<file path="config.mk">
export PLATFORM = sky130hd
export DESIGN_NAME = ascii_header_deframer_top
export DESIGN_NICKNAME = d
export VERILOG_FILES = /design/src/sv/ahd_pkg.sv /design/src/sv/ascii_header_deframer_top.sv /design/src/sv/ahd_parse.sv
export SDC_FILE = /design/constraint.sdc
export NUM_CORES = 1
export LEC_CHECK = 0
export ABC_AREA = 1
export ABC_CLOCK_PERIOD_IN_PS = 2820
export BUFFER_PORTS_ARGS = -buffer_cell sky130_fd_sc_hd__buf_2
export CAP_MARGIN = 25
export CORE_UTILIZATION = 30
export DETAILED_ROUTE_END_ITERATION = 10
export HOLD_SLACK_MARGIN = 0.03
export PLACE_DENSITY_LB_ADDON = 0.08
export REMOVE_ABC_BUFFERS = 1
export SYNTH_ARGS = -nofsm -noshare
export SYNTH_HDL_FRONTEND = slang
export SYNTH_SLANG_ARGS = --single-unit
</file>
<file path="constraint.sdc">
create_clock -name i_clk -period 2.82 [get_ports i_clk]
set_input_delay 0.282 -clock i_clk [delete_from_list [all_inputs] [get_ports i_clk]]
set_output_delay 0.282 -clock i_clk [all_outputs]
set_load 0.05 [all_outputs]
</file>
<file path="src/sv/ahd_pkg.sv">
// types and constants for the ascii header deframer
// used by ahd_parse and ascii_header_deframer_top; no dependencies
package ahd_pkg;

    localparam logic [2:0] EV_TAKEN   = 3'd0;
    localparam logic [2:0] EV_DONE    = 3'd1;
    localparam logic [2:0] EV_BAD     = 3'd2;
    localparam logic [2:0] EV_DELIVER = 3'd3;
    localparam logic [2:0] EV_DISCARD = 3'd4;

    localparam logic [1:0] TYPE_CONV = 2'd0;
    localparam logic [1:0] TYPE_ACK  = 2'd1;
    localparam logic [1:0] TYPE_KEEP = 2'd2;

    localparam logic [7:0] CHAR_C    = 8'h43;
    localparam logic [7:0] CHAR_A    = 8'h41;
    localparam logic [7:0] CHAR_K    = 8'h4B;
    localparam logic [7:0] CHAR_ZERO = 8'h30;
    localparam logic [7:0] CHAR_NINE = 8'h39;

    localparam logic [3:0]  HDR_LAST_POS = 4'd8;
    localparam logic [3:0]  HDR_NUM_END  = 4'd4;
    localparam logic [13:0] HDR_LEN      = 14'd9;

    typedef struct packed {
        logic [3:0]  hdr_pos;
        logic [1:0]  type_held;
        logic [13:0] num_acc;
        logic [13:0] len_acc;
        logic [13:0] remaining;
        logic        deliver;
    } t_state;

    typedef struct packed {
        logic [2:0]  event_res;
        logic [1:0]  frame_type;
        logic [13:0] frame_number;
        logic [13:0] payload_length;
        logic [7:0]  data_byte;
        logic        matched;
        logic        last;
    } t_result;

endpackage

</file>
<file path="src/sv/ascii_header_deframer_top.sv">
// ascii header deframer: input byte register, parse logic, result register
// the parse result is registered; throughput 1 item per cycle while i_out_stall does not hold the output
// each byte is parsed against the state left by the previous byte in the single state register
// reset (synchronous, active low) clears frame state, expected length and both valids
// depends on ahd_pkg and ahd_parse
module ascii_header_deframer_top (
    input  logic        i_clk,
    input  logic        i_rst_n,
    input  logic        i_cfg_wr_en,
    input  logic [13:0] i_cfg_wr_data,
    input  logic        i_in_valid,
    output logic        o_in_stall,
    input  logic [7:0]  i_rx_byte,
    output logic        o_out_valid,
    input  logic        i_out_stall,
    output logic [2:0]  o_event_res,
    output logic [1:0]  o_frame_type,
    output logic [13:0] o_frame_number,
    output logic [13:0] o_payload_length,
    output logic [7:0]  o_data_byte,
    output logic        o_matched,
    output logic        o_last
);

    logic             r_in_valid;
    logic [7:0]       r_in_byte;
    logic [13:0]      r_expected_length;
    ahd_pkg::t_state  r_state;
    ahd_pkg::t_state  n_state;
    ahd_pkg::t_result r_result;
    ahd_pkg::t_result n_result;
    logic             r_out_valid;
    logic             advance;

    assign advance    = r_in_valid && (!r_out_valid || !i_out_stall);
    assign o_in_stall = r_in_valid && !advance;

    ahd_parse u_parse (
        .i_state           (r_state),
        .i_byte            (r_in_byte),
        .i_expected_length (r_expected_length),
        .o_state           (n_state),
        .o_result          (n_result)
    );

    always_ff @(posedge i_clk) begin
        if (!i_rst_n) begin
            r_in_valid        <= 1'b0;
            r_out_valid       <= 1'b0;
            r_expected_length <= 14'd0;
            r_state           <= '0;
        end else begin
            if (i_cfg_wr_en) begin
                r_expected_length <= i_cfg_wr_data;
            end
            if (!o_in_stall) begin
                r_in_valid <= i_in_valid;
                r_in_byte  <= i_rx_byte;
            end
            if (advance) begin
                r_state     <= n_state;
                r_result    <= n_result;
                r_out_valid <= 1'b1;
            end else if (!i_out_stall) begin
                r_out_valid <= 1'b0;
            end
        end
    end

    assign o_out_valid      = r_out_valid;
    assign o_event_res      = r_result.event_res;
    assign o_frame_type     = r_result.frame_type;
    assign o_frame_number   = r_result.frame_number;
    assign o_payload_length = r_result.payload_length;
    assign o_data_byte      = r_result.data_byte;
    assign o_matched        = r_result.matched;
    assign o_last           = r_result.last;

endmodule

</file>
<file path="src/sv/ahd_parse.sv">
// next-state and result logic for one received byte
// depends on ahd_pkg
module ahd_parse (
    input  ahd_pkg::t_state  i_state,
    input  logic [7:0]       i_byte,
    input  logic [13:0]      i_expected_length,
    output ahd_pkg::t_state  o_state,
    output ahd_pkg::t_result o_result
);

    always_comb begin
        ahd_pkg::t_state  n;
        ahd_pkg::t_result r;
        logic [13:0]      digit;
        logic [13:0]      len_new;
        logic             is_digit;

        n        = i_state;
        r        = '0;
        r.event_res = ahd_pkg::EV_TAKEN;
        digit    = {10'd0, i_byte[3:0]};
        is_digit = (i_byte >= ahd_pkg::CHAR_ZERO) && (i_byte <= ahd_pkg::CHAR_NINE);
        len_new  = {i_state.len_acc[10:0], 3'b000} + {i_state.len_acc[12:0], 1'b0} + digit;

        if (i_state.remaining != 14'd0) begin
            r.event_res      = i_state.deliver ? ahd_pkg::EV_DELIVER : ahd_pkg::EV_DISCARD;
            r.data_byte      = i_byte;
            r.payload_length = i_state.len_acc;
            r.matched        = i_state.deliver;
            n.remaining      = i_state.remaining - 14'd1;
            r.last           = (i_state.remaining == 14'd1);
        end else if (i_state.hdr_pos == 4'd0 || i_state.hdr_pos > ahd_pkg::HDR_LAST_POS) begin
            n.hdr_pos = 4'd0;
            if (i_byte == ahd_pkg::CHAR_C || i_byte == ahd_pkg::CHAR_A ||
                i_byte == ahd_pkg::CHAR_K) begin
                n.type_held = (i_byte == ahd_pkg::CHAR_C) ? ahd_pkg::TYPE_CONV :
                              (i_byte == ahd_pkg::CHAR_A) ? ahd_pkg::TYPE_ACK :
                                                            ahd_pkg::TYPE_KEEP;
                n.num_acc = 14'd0;
                n.len_acc = 14'd0;
                n.deliver = 1'b0;
                n.hdr_pos = 4'd1;
            end else begin
                r.event_res = ahd_pkg::EV_BAD;
            end
        end else if (!is_digit) begin
            r.event_res = ahd_pkg::EV_BAD;
            n.hdr_pos   = 4'd0;
        end else if (i_state.hdr_pos <= ahd_pkg::HDR_NUM_END) begin
            n.num_acc = {i_state.num_acc[10:0], 3'b000} + {i_state.num_acc[12:0], 1'b0}
                        + digit;
            n.hdr_pos = i_state.hdr_pos + 4'd1;
        end else begin
            n.len_acc = len_new;
            if (i_state.hdr_pos < ahd_pkg::HDR_LAST_POS) begin
                n.hdr_pos = i_state.hdr_pos + 4'd1;
            end else begin
                n.hdr_pos = 4'd0;
                if (len_new < ahd_pkg::HDR_LEN) begin
                    r.event_res = ahd_pkg::EV_BAD;
                end else begin
                    n.len_acc        = len_new - ahd_pkg::HDR_LEN;
                    n.deliver        = (i_state.type_held == ahd_pkg::TYPE_CONV) &&
                                       (n.len_acc == i_expected_length);
                    n.remaining      = n.len_acc;
                    r.event_res      = ahd_pkg::EV_DONE;
                    r.payload_length = n.len_acc;
                    r.matched        = n.deliver;
                    r.last           = (n.len_acc == 14'd0);
                end
            end
        end

        r.frame_type   = n.type_held;
        r.frame_number = n.num_acc;
        o_state        = n;
        o_result       = r;
    end

endmodule
</file>
==> impl_metrics.tcl <==
set metrics [dict create \
    grt.overflow.total 0 \
    syn_area_per_cell_sq_um 7.42 \
    drive_above_1_share_pct 37.5 \
    fin_nets 1334 \
    power_frac_comb_pct 53.2 \
    crit_buf_inv 7 \
    yosysTopAreaCellShare_pct 20.5 \
    cts_buffers 17 \
    path_cells "inv_2, fa_1, fa_2, inv_2, nand2_2, nand2_2, clkinv_4, nand2_8, nor2_8, nand3_4, nor2_4, nand3_4, buf_6, nand2_4, nor2_4, o21ai_4, buf_6, buf_12, nand2_4, nand3_2, inv_1" \
    rsz0062_at_grt "true" \
    drtIter0Drc 390 \
    dieArea_sq_um 25500 \
    fin_area_sq_um 11000 \
    place_area_sq_um 9160 \
    clk_pin_slew_ps 70 \
    ir_drop_mv 0.701 \
    synth_compound_area_share_pct 13.6 \
    intPower_w 0.00500 \
    post-place-ws_ps -604 \
    powerDensity_nw_per_um2 848 \
    drv_slew 0 \
    final_util_pct 45.1 \
    final-hold-violation-count 0 \
    slowest_delay_ps 560 \
    fin_crit_sh_pct 115 \
    worstPathArrival_ps 3560 \
    area_growth_pct 47.3 \
    seq_power_share_pct 23.9 \
    grt_pass1_vias 7235 \
    grt_max_degree 29 \
    clk_latency_ps 430 \
    ys_types 44 \
    status "finished with violations" \
    violations "negative setup slack" \
    htree_num_levels 4 \
    clkSinkCount 116 \
    synthTopCellsByArea "edfxtp_1 (21%), dfxtp_1 (17%), nand2_1 (12%), ha_1 (8.7%), inv_1 (6.3%)" \
    max_freq_mhz 309 \
    via_per_inst 4.72 \
    synth_area_sq_um 7460 \
    p_leak_nw 5.12 \
    cap_violations 0 \
    core.rowCount 57 \
    synth_area_leader_cell "edfxtp_1" \
    yosysSeqAreaShare_pct 37.9 \
    grt_pass1_wl_microns 39500 \
    skew_ps 12.0 \
    fin_crit_ps 3240 \
    drtPass1Iterations 5 \
    synth_top_family_by_area "simple AND/OR/NAND/NOR gates" \
    layout_commonest_cell "nand2_1" \
    initial_utilization_pct 30.6 \
    gp_routability_congestion 0.845 \
    tritoncts "built" \
    synth_mux_area_share_pct 0 \
    die_x_microns 160 \
    n_antenna_cell 0 \
    p_switching_w 0.00433 \
    ys_warn_count 0 \
    wl_microns 25200 \
    ys.flop_type "dfxtp_1" \
    most-common-layout-cells "nand2_1 (197), buf_4 (144), inv_1 (116), nor2_1 (95), buf_2 (71)" \
    avgRoutedWirePerCell_microns 15.9 \
    worst_slack_ps -415 \
    cp-start-kind "flop" \
    cts.path.max_buffers 2 \
    yosys.area_share.simple_pct 27.6 \
    cts_root_buf "clkbuf_16" \
    die_h_microns 160 \
    synth_edf_count 51 \
    hpwl_microns 18900 \
    relSlewSlack_pct 65.9 \
    async_reset_ff_share_pct 0 \
    antenna_found_initial 0 \
    synth-adder-area-share_pct 9.79 \
    core_area_sq_um 24400 \
    finalSetupViolCount 48 \
    worst_pin_slew_ps 509 \
    worstPathMaxFanout 8 \
    synthXorXnorAreaFrac_pct 2.58 \
    hp-class "input port to flop" \
    cp_slowest_cell "fa_2" \
    ys_ff_latch 116 \
    p_clk_share_pct 22.9 \
    numPortBuffers 71 \
    synthCells 1006 \
    grtUsageTotal_pct 20.0 \
    critical_path.top_delay_family "adder cells" \
    drc 0 \
    p_sw_share_pct 46.5 \
    via_count 7499 \
    path_class "flop to flop" \
    io_pins 72 \
    critPathCaptureType "flop" \
    required_ps 3140 \
    antenna_left 0 \
]
## power by group through the flow
stage | Sequential [W] | Clock (W) | Combinational, W
global placement | 0.00226 | 0 | 0.00441
floorplan | 0.00238 | 0 | 0.00250
global route | 0.00226 | 0.00225 | 0.00542
finish | 0.00223 | 0.00214 | 0.00496
detailed placement | 0.00226 | 0 | 0.00437
CTS | 0.00223 | 0.00217 | 0.00453
## worst reg2reg max path: stages, from the launching register on
cell,delay [ps]
edfxtp_1,410
inv_2,90
fa_1,440
fa_2,560
inv_2,50
nand2_2,70
nand2_2,70
clkinv_4,80
nand2_8,60
nor2_8,130
nand3_4,80
nor2_4,160
nand3_4,110
buf_6,130
nand2_4,60
nor2_4,60
o21ai_4,160
buf_6,150
buf_12,140
nand2_4,50
nand3_2,60
inv_1,40
## cells in the mapped netlist (7+ instances only)
master	count
a21oi_1	59
a21oi_2	8
clkbuf_1	18
dfxtp_1	65
edfxtp_1	51
ha_1	52
inv_1	125
inv_2	8
nand2_1	241
nand2_2	10
nand3_1	60
nand4_1	21
nor2_1	109
o21ai_0	70
o21ai_1	16
o22ai_1	7
xnor2_1	8
xor2_1	14
## area by class of cell
class	instances	area (sq um)
clock buffers	17	425
repair inverters	1	5.00
inverters	135	531
clock inverters	15	136
fillers	2536	13400
well taps	324	405
multi-input cells	729	4770
flip-flops and latches	116	2840
repair buffers	251	1890
## metrics by stage
step / TNS [ps] / total power (W) / hold slack (ps) / instances
global route: -21910 / 0.00993 / 37.3 / 1588
detailed placement: -19210 / 0.00663 / 461 / 1514
CTS: -11970 / 0.00893 / 42.5 / 1566
floorplan: -45080 / 0.00488 / 381 / 980
finish: -13050 / 0.00933 / 50.8 / 1588
global placement: -18100 / 0.00667 / 456 / 1514
## routing by layer
layer  track usage [%]  share of wire (%)
met3              2.70                3.8
met5                 0                  0
met2              31.2                 44
met1              28.7                 50
met4              5.59                1.6
## path summary, 6_finish.rpt
| check | start | end | slack (ps) | depth (start not counted) |
|---|---|---|---|---|
| max | r_in_byte[3]$_DFFE_PP_ | r_state[13]$_SDFFE_PN0P_ | -420 | 21 |
| min | i_rx_byte[3] | r_in_byte[3]$_DFFE_PP_ | 50 | 1 |
| max reg2reg | r_in_byte[3]$_DFFE_PP_ | r_state[13]$_SDFFE_PN0P_ | -420 | 21 |
| min reg2reg | r_state[28]$_SDFFE_PN0P_ | r_state[28]$_SDFFE_PN0P_ | 470 | 2 |
## cell families (layout without fill, tap and decap cells)
family,after synthesis,after routing
AND/OR/NAND/NOR,469,469
flip-flops,116,116
adder cells (fa/ha/maj),56,56
AO/OA/AOI/OAI,182,182
XOR/XNOR,22,22
buffers and inverters,161,419
## what timing repair did
| action | in CTS | in global routing |
|---|---|---|
| buffers inserted | 13 | 21 |
| hold buffers | 7 | 0 |
| cloned | 0 | 2 |
| hold endpoints to repair | 7 | 0 |
| gates resized for setup | 115 | 147 |
| pin swaps | 37 | 69 |
| setup endpoints to repair | 54 | 58 |
## sequential cells by signal, indices dropped and copies added, names as in the netlist
| name | count |
|---|---|
| o_event_res | 3 |
| o_matched | 1 |
| o_out_valid | 1 |
| r_in_byte | 8 |
| o_data_byte | 8 |
| r_expected_length | 14 |
| o_frame_number | 14 |
| r_state | 49 |
| o_last | 1 |
| o_payload_length | 14 |
| o_frame_type | 2 |
| r_in_valid | 1 |
Note: power is estimated with default switching activity, not from simulation.
